[src/statistics_counter_bank_top_macros.svh]
// ----------------------------------------------------------------------------
// statistics counter bank assertion macros
// shared property wrappers for the counter bank checks
// ----------------------------------------------------------------------------
`ifndef STATISTICS_COUNTER_BANK_TOP_MACROS_SVH
`define STATISTICS_COUNTER_BANK_TOP_MACROS_SVH

// same-cycle implication, disabled while reset is high
`define SCB_ASSERT_NOW(label, clk, rst, ante, cons) \
   label: assert property (@(posedge clk) disable iff (rst) (ante) |-> (cons)) \
      else $error("statistics counter bank check failed");

// next-cycle implication, disabled while reset is high
`define SCB_ASSERT_NEXT(label, clk, rst, ante, cons) \
   label: assert property (@(posedge clk) disable iff (rst) (ante) |=> (cons)) \
      else $error("statistics counter bank check failed");

`endif

[src/scb_pkg.sv]
// ----------------------------------------------------------------------------
// scb_pkg
// beat types and operation codes of the statistics counter bank
// ----------------------------------------------------------------------------
`timescale 1ns / 1ps

package scb_pkg;

   localparam int unsigned VALUE_W = 64;
   localparam int unsigned COUNT_W = 32;
   localparam int unsigned INDEX_W = 6;
   localparam int unsigned FUNC_W  = 3;
   localparam int unsigned INUSE_W = 7;

   localparam logic [FUNC_W-1:0] FUNC_ADD       = 3'd0;
   localparam logic [FUNC_W-1:0] FUNC_SET       = 3'd1;
   localparam logic [FUNC_W-1:0] FUNC_MAX       = 3'd2;
   localparam logic [FUNC_W-1:0] FUNC_AVERAGE   = 3'd3;
   localparam logic [FUNC_W-1:0] FUNC_RESET_ONE = 3'd4;
   localparam logic [FUNC_W-1:0] FUNC_RESET_ALL = 3'd5;
   localparam logic [FUNC_W-1:0] FUNC_READ      = 3'd6;
   localparam logic [FUNC_W-1:0] FUNC_NOP       = 3'd7;

   localparam logic [INUSE_W-1:0] INUSE_RESET = 7'd62;

   typedef struct packed {
      logic [FUNC_W-1:0]         func;
      logic [INDEX_W-1:0]        stat_index;
      logic signed [VALUE_W-1:0] operand;
   } scb_req_type;

   typedef struct packed {
      logic signed [VALUE_W-1:0] value;
      logic                      ignored;
   } scb_rsp_type;

endpackage

[src/scb_div.sv]
// ----------------------------------------------------------------------------
// scb_div
// radix-2 restoring divider, signed 64-bit dividend by unsigned 32-bit divisor
// ----------------------------------------------------------------------------
`timescale 1ns / 1ps

module scb_div (
   input  logic                             clock,
   input  logic                             reset,
   input  logic                             start,
   input  logic signed [scb_pkg::VALUE_W-1:0] dividend,
   input  logic [scb_pkg::COUNT_W-1:0]      divisor,
   output logic                             done,
   output logic signed [scb_pkg::VALUE_W-1:0] quotient
);
   import scb_pkg::*;

   localparam int unsigned STEP_W = $clog2(VALUE_W);

   logic                busy_ff;
   logic                fin_ff;
   logic                done_ff;
   logic [STEP_W-1:0]   step_ff;
   logic                neg_ff;
   logic [COUNT_W-1:0]  rem_ff;
   logic [COUNT_W-1:0]  rem_in;
   logic [COUNT_W-1:0]  dsr_ff;
   logic [VALUE_W-1:0]  dvd_ff;
   logic [VALUE_W-1:0]  dvd_in;
   logic [VALUE_W-1:0]  mag;
   logic [VALUE_W-1:0]  quo_ff;
   logic [COUNT_W:0]    shifted;
   logic [COUNT_W:0]    trial;
   logic                fits;

   // magnitude of the dividend, the most negative value maps to 2^63
   assign mag = dividend[VALUE_W-1] ? (~dividend + 1'b1) : dividend;

   // one quotient bit per cycle, quotient bits shift in behind the dividend
   assign shifted = {rem_ff, dvd_ff[VALUE_W-1]};
   assign trial   = shifted - {1'b0, dsr_ff};
   assign fits    = shifted >= {1'b0, dsr_ff};
   assign rem_in  = fits ? trial[COUNT_W-1:0] : shifted[COUNT_W-1:0];
   assign dvd_in  = {dvd_ff[VALUE_W-2:0], fits};

   always_ff @(posedge clock) begin
      if (reset) begin
         busy_ff <= 1'b0;
         fin_ff  <= 1'b0;
         done_ff <= 1'b0;
         step_ff <= '0;
      end else begin
         done_ff <= fin_ff && !start && !busy_ff;
         if (start) begin
            busy_ff <= 1'b1;
            step_ff <= '0;
            rem_ff  <= '0;
            dvd_ff  <= mag;
            dsr_ff  <= divisor;
            neg_ff  <= dividend[VALUE_W-1];
         end else if (busy_ff) begin
            rem_ff  <= rem_in;
            dvd_ff  <= dvd_in;
            step_ff <= step_ff + 1'b1;
            if (step_ff == STEP_W'(VALUE_W - 1)) begin
               busy_ff <= 1'b0;
               fin_ff  <= 1'b1;
            end
         end else if (fin_ff) begin
            fin_ff  <= 1'b0;
            quo_ff  <= neg_ff ? (~dvd_ff + 1'b1) : dvd_ff;
         end
      end
   end

   assign done     = done_ff;
   assign quotient = quo_ff;

endmodule

[config.mk]
export PLATFORM = sky130hd
export DESIGN_NAME = scb_div
export DESIGN_NICKNAME = d
export VERILOG_FILES = /design/src/statistics_counter_bank_top_macros.svh /design/src/scb_pkg.sv /design/src/scb_div.sv
export SDC_FILE = /design/constraint.sdc
export NUM_CORES = 1
export LEC_CHECK = 0
export BUFFER_PORTS_ARGS = -buffer_cell sky130_fd_sc_hd__buf_4
export CORE_MARGIN = 1
export CORE_UTILIZATION = 60
export DETAILED_ROUTE_END_ITERATION = 10
export MAX_ROUTING_LAYER = met4
export PLACE_DENSITY = 0.92
export SETUP_SLACK_MARGIN = 0.05
export SYNTH_ARGS = -nofsm -noshare
export SYNTH_HDL_FRONTEND = slang
export SYNTH_SLANG_ARGS = --single-unit
[constraint.sdc]
create_clock -name clock -period 19.1 [get_ports clock]
set_clock_uncertainty 0.2 [all_clocks]
set_input_delay 0.955 -clock clock [delete_from_list [all_inputs] [get_ports clock]]
set_output_delay 0.955 -clock clock [all_outputs]
set_load 0.05 [all_outputs]
Word-level counts from Yosys, hierarchy flattened

Cells that the tools add are included.
Widths: inputs -> output; s select.

$add $sub $neg: 4
$lt $le $gt $ge: 1
Equal/unequal tests: 2
Muxes and demuxes: 11
Bitwise operators: 5
Reductions and logical operators: 10

Operators with widths:

| operator              | number |
|---|---|
| $mux 64               | 4 |
| $add 64x1->64 const B | 2 |
| $not 64->64           | 2 |
| $mux 32               | 2 |
| $ge 33x32->1          | 1 |
| $sub 32x32->32        | 1 |
| $add 6x1->6 const B   | 1 |
| $eq 6x6->1 const B    | 1 |
| $reduce_and 2->1      | 3 |
| $mux 1                | 5 |
| $reduce_and 4->1      | 1 |
| $not 1->1             | 3 |
| $logic_and 1x1->1     | 2 |
| $logic_not 1->1       | 2 |
| $ne 2x1->1 const B    | 1 |
| $reduce_bool 2->1     | 1 |
| $reduce_or 2->1       | 1 |

Flip-flop bits (word level): 202
Input bits: 99
Output and inout bits: 65
Logic and storage cells: 42

Logic depth before layout (Yosys ltp)

Gate-level depths: netlist of the first run.

Word-level depth: 4
Gate-level depth with buffers: 13

Worst setup path after synthesis of the first run

No wires, ideal clock.

Path type: input to register
Start point: input start
End point: register quo_ff[0] (netlist: quotient[0]), enable pin
Library setup time: 578 ps
Arrival: 6135 ps
Required time: 18322 ps
Setup slack: 12187 ps
Stages: 3
Cells stage by stage: or2_2 > clkbuf_1 > nor3b_1

Word-level cells in the longest chain between the ends: 2

RTL lines:

| element                           | RTL line      | text |
|---|---|---|
| from (decl)                       | scb_div.sv:10 | `input logic start,` |
| $not 1->1 (no source line)        | --            |  |
| $reduce_and 4->1 (no source line) | --            |  |
| to (signal assigned)              | scb_div.sv:71 | `quo_ff <= neg_ff ? (~dvd_ff + 1'b1) : dvd_ff;` |
| to (decl)                         | scb_div.sv:31 | `logic [VALUE_W-1:0] quo_ff;` |

Every way passes these cells.
A chain may end at the register's enable or synchronous reset.

Worst setup path after layout of the first run

Start point: register dvd_ff[63]
End point: register rem_ff[1], data pin

Word-level cells in the longest chain between the ends: 3
Elaborated cells between the ends (all ways): 4

RTL lines:

| element                                        | RTL line                     | text |
|---|---|---|
| from (decl)                                    | scb_div.sv:28                | `logic [VALUE_W-1:0] dvd_ff;` |
| from (signal assigned)                         | scb_div.sv:58                | `dvd_ff <= mag;` |
| from (signal assigned)                         | scb_div.sv:63                | `dvd_ff <= dvd_in;` |
| $sub 32x32->32 or $ge 33x32->1 (tied branches) | scb_div.sv:41, scb_div.sv:42 |  |
| $mux 32 *                                      | scb_div.sv:43                | `assign rem_in = fits ? trial[COUNT_W-1:0] : shifted[COUNT_W-1:0];` |
| $mux 32 *                                      | scb_div.sv:61                | `end else if (busy_ff) begin` |
| to (signal assigned)                           | scb_div.sv:62                | `rem_ff <= rem_in;` |
| to (decl)                                      | scb_div.sv:25                | `logic [COUNT_W-1:0] rem_ff;` |

Mark *: on every way between the ends. The rest lies on a longest branch, timed or not. The select of a mux whose other input is x is not followed.

==> results of run 1 <==
-- worst max-delay path by stage --
stage	end	cells after the start
2_1_floorplan	quotient[0]$_DFFE_PP_	3
3_3_place_gp	dvd_ff[54]$_DFFE_PP_	11
3_5_place_dp	dvd_ff[54]$_DFFE_PP_	11
4_1_cts	rem_ff[1]$_SDFFCE_PP0P_	11
5_1_grt	rem_ff[1]$_SDFFCE_PP0P_	11
6_report	rem_ff[1]$_SDFFCE_PP0P_	11
-- power groups by stage --
| stage | combinational, mW | sequential (mW) | clock (mW) |
|---|---|---|---|
| floorplan | 0.164 | 0.543 | 0 |
| global placement | 0.214 | 0.548 | 0 |
| detailed placement | 0.223 | 0.549 | 0 |
| CTS | 0.225 | 0.540 | 0.435 |
| global route | 0.251 | 0.543 | 0.453 |
| finish | 0.228 | 0.540 | 0.431 |
-- critical path, delay by kind of cell, from the launching register on --
| kind | cells | cell delay [ns] |
|---|---|---|
| AO/OA/AOI/OAI | 6 | 2.41 |
| flip-flops | 1 | 0.47 |
| AND/OR/NAND/NOR | 2 | 0.26 |
| adder cells (fa/ha/maj) | 1 | 0.21 |
| buffers and inverters | 2 | 0.52 |
-- cells in the mapped netlist, drive strengths merged (10+ instances only) --
cell type    n  area [um2]
a211oi      11       82.58
a21oi      104       520.5
clkbuf      45       168.9
edfxtp     193        5796
ha          35       437.9
inv         49       183.9
mux2i       16       160.2
nand2       74       277.8
nand2b      15       93.84
nand3       21       105.1
nand4       16       100.1
nor2       132       495.5
nor3        23       130.1
nor4        12       96.34
o21ai       73       365.3
o31ai       30       225.2
o41ai       26       261.5
or2         10       62.56
or3         19       118.9
or4         17       135.1
xnor2       80       700.7
xor2        67       586.8
-- sequential cells by signal, indices dropped and copies added (netlist names) --
signal and cells:
dvd_ff 64, quotient 64, dsr_ff 32, rem_ff 32
step_ff 6, busy_ff 1, done 1, fin_ff 1
neg_ff 1
-- per-stage QoR --
stage | hold WS, ns | instances | utilization [%] | power, mW | setup WS [ns]
2_1_floorplan | 0.2463 | 1152 | - | 0.7069 | 12.19
3_3_place_gp | 0.2541 | 1535 | 68.52 | 0.7620 | 14.85
3_5_place_dp | 0.2664 | 1535 | 68.52 | 0.7717 | 14.73
4_1_cts | 0.2800 | 1576 | 72.27 | 1.200 | 14.90
5_1_grt | 0.3065 | 1576 | 72.27 | 1.247 | 14.58
6_report | 0.2760 | 1576 | 72.27 | 1.200 | 14.81
-- metal layers --
metal	track usage (%)	up-vias
li1	-	4541
met1	37.03	4571
met2	45.36	469
met3	6.070	92
met4	11.88	0
met5	-	-
-- final cells by class --
cell class | instances | area [um2] | area share (%)
well taps | 265 | 331.6 | 2.357
inverters | 49 | 183.9 | 1.308
clock inverters | 8 | 97.59 | 0.6938
multi-input cells | 850 | 5575 | 39.64
flip-flops and latches | 202 | 5976 | 42.48
clock buffers | 33 | 633.1 | 4.501
repair buffers | 169 | 1269 | 9.020
-- logic make-up after synthesis --
family | Yosys count
fa+ha+maj | 36
xor+xnor | 147
mux | 20
flops | 202
simple gates | 360
compound gates | 287
buf+inv | 100
==> impl_metrics.csv, run 1 <==
group,metric,value,unit
routing,route.met3.wl,2.563,mm
cts,numCtsBuffers,23,
routing,antenna_left,0,
final_layout,mostFrequentLayoutCell,"edfxtp_1",
timing,fmax,233.2,MHz
synthesis,yosysSeqAreaShare,50.20,%
synthesis,synth_xor_xnor_area_share,10.82,%
power_and_ir_drop,power.density,85.30,nW/um2
routing,wire_per_inst,18.36,um
global_routing,track_usage,29.07,%
worst_setup_path,path_cells,"inv_1, ha_1, nand2b_1, a211oi_1, o21ai_0, a211oi_1, o21ai_0, o21ai_4, buf_4, nor2_1, a211oi_1",
routing,num_vias,9673,
final_layout,final_area,14070,um2
worst_setup_path,slowest_delay,0.56,ns
floorplanning,coreArea,19460,um2
synthesis,synth_fa_ha_area_share,3.847,%
worst_setup_path,slowest_stage,"o21ai_4",
synthesis,ys_warn_count,0,
timing,setup_viol,0,
worst_setup_path,critical_path_peak_fanout,21,
cts,path_clk_slew,0.06,ns
timing,slew_headroom,19.45,%
floorplanning,die_w,142.9,um
global_routing,grt_pass1_vias,8994,
worst_hold_path,worstHoldStart,"fin_ff$_SDFFE_PP0P_",
power_and_ir_drop,internal-power,0.8751,mW
timing,timing.setup.tns,0,ns
routing,viasPerCell,6.138,
cts,worst_skew_pair.late_latency,0.51,ns
synthesis,synth_nets,1287,
timing,finalHoldViolCount,0,
cts,post_cts_buffers,0,
synthesis,synthFlopType,"edfxtp_1",
worst_setup_path,reg2reg_depth,11,
global_routing,overflow,0,
final_layout,area_growth,18.16,%
final_layout,antenna_cells,0,
worst_setup_path,crit_path_end_kind,"register",
final_layout,layout-drive-gt1-share,17.85,%
cts,ctsResizeCount,0,
timing,tightest_slew,1.208,ns
worst_setup_path,r2r_start,"dvd_ff[63]$_DFFE_PP_",
worst_setup_path,critPathLaunch,"dvd_ff[63]$_DFFE_PP_",
timing,finalCritPeriodShare,22.45,%
timing,slew_violations,0,
routing,drt_iter0_markers,932,
worst_setup_path,required,19.19,ns
synthesis,synth_cells,1152,
worst_setup_path,start_kind,"register",
floorplanning,rows,51,
worst_hold_path,min_to,"fin_ff$_SDFFE_PP0P_",
floorplanning,start_util,61.16,%
cts,clockRootBuffer,"clkbuf_16",
global_routing,antenna_found_initial,0,
cts,cts_sinks,202,
final_layout,n_fill_cell,1356,
power_and_ir_drop,comb_power_share,19.0,%
worst_hold_path,hp-class,"reg2reg",
power_and_ir_drop,sequentialPowerShare,45.1,%
routing,wl_met2,13.46,mm
cts,cts_htree_levels,1,
synthesis,synth_compound_area_share,15.24,%
synthesis,yosysUniqueCellTypes,66,
synthesis,ys_ff_latch,202,
placed_design,gp_congestion,0.9808,
placed_design,port_buffers,163,
routing,dr.pass1.iters,5,
placed_design,place_area,13340,um2
routing,finalWirelength,28.94,mm
routing,drt-met1-wl,11.75,mm
global_routing,grt_pass1_wl,45.15,mm
worst_hold_path,min_path_cells,1,
synthesis,synth_mux_area_share,1.724,%
synthesis,syn_area_per_cell,10.33,um2
floorplanning,ios,164,
synthesis,synthesis.area,11900,um2
synthesis,synth_top_family_by_area,"compound AO/OA/AOI/OAI gates",
timing,post-route-min-period,4.288,ns
global_routing,grt_max_degree,127,
cts,cts-hold-fix-buffers,0,
power_and_ir_drop,p_leak,5.187,nW
power_and_ir_drop,vdd_drop_max,0.00005297,V
worst_setup_path,worstSetupPathType,"reg2reg",
cts,cts_tree,"yes",
routing,route.detailed.drc,0,
timing,rsz0062_at_grt,"no",
synthesis,synth_edf_count,193,
power_and_ir_drop,pwr-share-clk,36.0,%
final_layout,layout_common_cells,"193 x edfxtp_1, 169 x buf_4, 130 x nor2_1",
synthesis,synth-async-reset-ratio,0,%
worst_setup_path,cp_data_arrival_time,4.38,ns
worst_setup_path,cp_common_cell,"a211oi_1",
worst_setup_path,reg2reg_to,"rem_ff[1]$_SDFFCE_PP0P_",
cts,clockBufferDepth,3,
power_and_ir_drop,switching_power,0.3247,mW
synthesis,synthSimpleGateAreaFrac,14.99,%
power_and_ir_drop,switching_share,27.06,%
placed_design,dp_hpwl,20.24,mm
floorplanning,die-height,142.9,um
worst_setup_path,reg2reg_slack,14.81,ns
floorplanning,dieArea,20410,um2
flow_run,maxCapViolCount,0,
routing,dr.max_layer_used,"met4",
run_status,status,"finished, final reports clean",
final_layout,nets,1430,
Power figures use the tool's default switching activity.
==> run 2: changes to the inputs <==
--- a/config.mk
+++ b/config.mk
@@ -5,12 +5,13 @@
 export SDC_FILE = /design/constraint.sdc
 export NUM_CORES = 1
 export LEC_CHECK = 0
+export ABC_AREA = 1
 export BUFFER_PORTS_ARGS = -buffer_cell sky130_fd_sc_hd__buf_4
 export CORE_MARGIN = 1
-export CORE_UTILIZATION = 60
+export CORE_UTILIZATION = 54
 export DETAILED_ROUTE_END_ITERATION = 10
 export MAX_ROUTING_LAYER = met4
-export PLACE_DENSITY = 0.92
+export PLACE_DENSITY = 0.86
 export SETUP_SLACK_MARGIN = 0.05
 export SYNTH_ARGS = -nofsm -noshare
 export SYNTH_HDL_FRONTEND = slang
==> constraint.sdc (replaced) <==
create_clock -name clock -period 3.6 [get_ports clock]
set_clock_uncertainty 0.2 [all_clocks]
set_input_delay 0.18 -clock clock [delete_from_list [all_inputs] [get_ports clock]]
set_output_delay 0.18 -clock clock [all_outputs]
set_load 0.05 [all_outputs]
==> run 2 against run 1 <==
Global-route usage is 8.9 points higher; worst hold slack worse by 0.27 ns; worst setup slack worse by 14 ns; wire length grew 77%; utilization fell by 4.4 points; first-iteration DRC count rose by 93%; die area increased by 36%; clock-buffer cell count rose by 2; cell area up 27%; combinational power grew to 7.3 times the previous value; clock power increased to 5.6 times the previous value; register-to-register slack got worse by 14 ns; critical endpoint is now rem_ff[2]$_SDFFCE_PP0P_; largest cell class is now multi-input combinational cells.
==> impl_metrics.csv, run 2 <==
group,metric,value,unit
run_status,status,"finished, final reports clean",
routing,route.met3.wl,5.690,mm
routing,drt-met1-wl,22.53,mm
timing,timing.setup.tns,0,ns
cts,cts_sinks,202,
routing,wl_met2,22.03,mm
power_and_ir_drop,p_leak,8.223,nW
synthesis,yosysUniqueCellTypes,43,
global_routing,antenna_found_initial,0,
power_and_ir_drop,power.density,387.4,nW/um2
placed_design,place_ws,0.8323,ns
cts,clockRootBuffer,"clkbuf_16",
routing,finalWirelength,51.23,mm
routing,num_vias,15000,
worst_setup_path,worstSetupPathType,"reg2reg",
timing,finalHoldViolCount,0,
timing,setup_viol,0,
cts,worst_skew_pair.late_latency,0.53,ns
final_layout,area_growth,22.04,%
placed_design,gp_congestion,0.9542,
cts,numCtsBuffers,24,
timing,fmax,345.6,MHz
flow_run,maxCapViolCount,0,
worst_setup_path,start_kind,"register",
timing,tightest_slew,1.150,ns
placed_design,port_buffers,163,
routing,dr.pass1.iters,6,
final_layout,layout_common_cells,"645 x nand2_1, 307 x inv_1, 306 x nor2_1",
synthesis,yosysMostFrequentCell,"nand2_1",
final_layout,antenna_cells,0,
global_routing,track_usage,38.02,%
synthesis,yosys-top-cells-area,"edfxtp_1 40%, nand2_1 17%, nor2_1 7.9%, inv_1 7.9%, xor2_1 5.0%",
routing,dr.max_layer_used,"met4",
timing,final.setup.worst_slack,0.7066,ns
cts,cts_tree,"yes",
cts,ctsResizeCount,0,
synthesis,synth_top_cell_area_share,39.52,%
final_layout,n_fill_cell,2259,
timing,slew_violations,0,
floorplanning,die-height,166.8,um
timing,finalCritPeriodShare,80.37,%
synthesis,synthesis.area,14660,um2
final_layout,stdcell_count,2662,
final_layout,layout-drive-gt1-share,11.65,%
floorplanning,dieArea,27820,um2
placed_design,dp_hpwl,39.35,mm
global_routing,overflow,0,
routing,wire_per_inst,19.24,um
worst_hold_path,hp-class,"in2reg",
routing,route.detailed.drc,0,
global_routing,grt_pass1_vias,13910,
final_layout,nets,2446,
placed_design,dp_cells,2534,
synthesis,yosysSeqAreaShare,40.75,%
floorplanning,start_util,55.64,%
worst_setup_path,cp_data_arrival_time,2.96,ns
worst_setup_path,crit_path_end_kind,"register",
synthesis,synthFlopType,"edfxtp_1",
cts,post_cts_buffers,0,
floorplanning,die_w,166.8,um
floorplanning,ios,164,
cts,cts_htree_levels,1,
synthesis,synth-async-reset-ratio,0,%
timing,slew_headroom,23.15,%
timing,post-route-min-period,2.893,ns
floorplanning,coreArea,26350,um2
power_and_ir_drop,finalPower,6.932,mW
synthesis,synth_cells,2062,
timing,holdWs,0.008413,ns
final_layout,mostFrequentLayoutCell,"nand2_1",
synthesis,ys_ff_latch,202,
cts,clockBufferDepth,3,
worst_setup_path,required,3.67,ns
synthesis,synth_nets,2197,
global_routing,grt_pass1_wl,79.11,mm
synthesis,synth_edf_count,193,
synthesis,yosys-top-cells-count,"645 x nand2_1, 309 x nor2_1, 308 x inv_1",
worst_setup_path,critical_path_peak_fanout,20,
timing,rsz0062_at_grt,"no",
routing,viasPerCell,5.636,
routing,antenna_left,0,
routing,drt_iter0_markers,1798,
synthesis,synth_top_area_cell,"edfxtp_1",
synthesis,syn_area_per_cell,7.112,um2
cts,path_clk_slew,0.06,ns
power_and_ir_drop,vdd_drop_max,0.0003731,V
floorplanning,rows,59,
global_routing,grt_max_degree,105,
synthesis,ys_warn_count,0,
-- run 2: cell types whose count changed after synthesis, sizes merged, moves of 21 or more --
cell / previous run / this run
inv: 49 / 310
nand4: 16 / 43
nor2: 132 / 329
a21oi: 104 / 27
nand3: 21 / 150
o41ai: 26 / 0
o21ai: 73 / 94
nand3b: 1 / 23
o31ai: 30 / 2
clkbuf: 45 / 20
xnor2: 80 / 13
nand2: 74 / 655
-- run 2: path summary, 6_finish.rpt --
path	startpoint	endpoint	slack, ns	depth (start not counted)
worst min register to register	step_ff[5]$_SDFFE_PP0P_	step_ff[5]$_SDFFE_PP0P_	0.27	2
worst min-delay path	dividend[1]	dvd_ff[1]$_DFFE_PP_	0.008	5
worst max register to register	rem_ff[4]$_SDFFCE_PP0P_	rem_ff[2]$_SDFFCE_PP0P_	0.71	12
worst max-delay path	rem_ff[4]$_SDFFCE_PP0P_	rem_ff[2]$_SDFFCE_PP0P_	0.71	12
-- run 2: power breakdown --
part,internal (mW),switching [mW]
logic,0.583,1.09
registers,2.76,0.103
clock network,1.42,0.975
total,4.76,2.17
-- run 2: cell families after synthesis --
| group | count (synthesis) | synth area share (%) |
|---|---|---|
| adders and majority gates | 36 | 3.123 |
| and+or+nand+nor | 1242 | 36.00 |
| DFF | 202 | 40.75 |
| AOI/OAI and AO/OA | 135 | 4.932 |
| buffers and inverters | 351 | 9.463 |
| xor gates and xnor gates | 96 | 5.734 |
-- run 2: routing by layer --
metal	vias to the layer above	track usage (%)
met1	6961	56.23
met5	-	-
li1	7076	-
met2	890	56.50
met4	0	6.924
met3	77	4.301
-- run 2: worst max-delay path: stages (launching register included) --
cell and delay, ns:
edfxtp_1 0.39, ha_1 0.41, nand2_1 0.16, nor2_2 0.21, nand3_1 0.13, nand3_2 0.17, nand2_2 0.10, nand2_1 0.13
nand2_2 0.08, nand2_2 0.38, nand2_1 0.13, nand2_1 0.10, nor2_1 0.06
-- run 2: what timing repair did --
action	4_1_cts	5_1_grt
endpoints found under the setup margin	0	0
endpoints found under the hold margin	108	0
hold buffers	86	0
-- run 2: stage by stage --
stage                     utilization, %  cell area [um2]
after floorplan                        -            14670
after global placement             61.73            16270
after detailed placement           61.73            16270
after CTS                          67.91            17900
after global routing               67.91            17900
final                              67.91            17900
-- run 2: final cells by class --
type | count | area, um2 | area share [%]
Multi-Input combinational cell | 1509 | 7323 | 40.92
Inverter | 310 | 1164 | 6.502
Sequential cell | 202 | 5976 | 33.39
Clock inverter | 7 | 62.56 | 0.3496
Tap cell | 335 | 419.2 | 2.342
Timing Repair Buffer | 264 | 2247 | 12.56
Clock buffer | 35 | 704.4 | 3.936
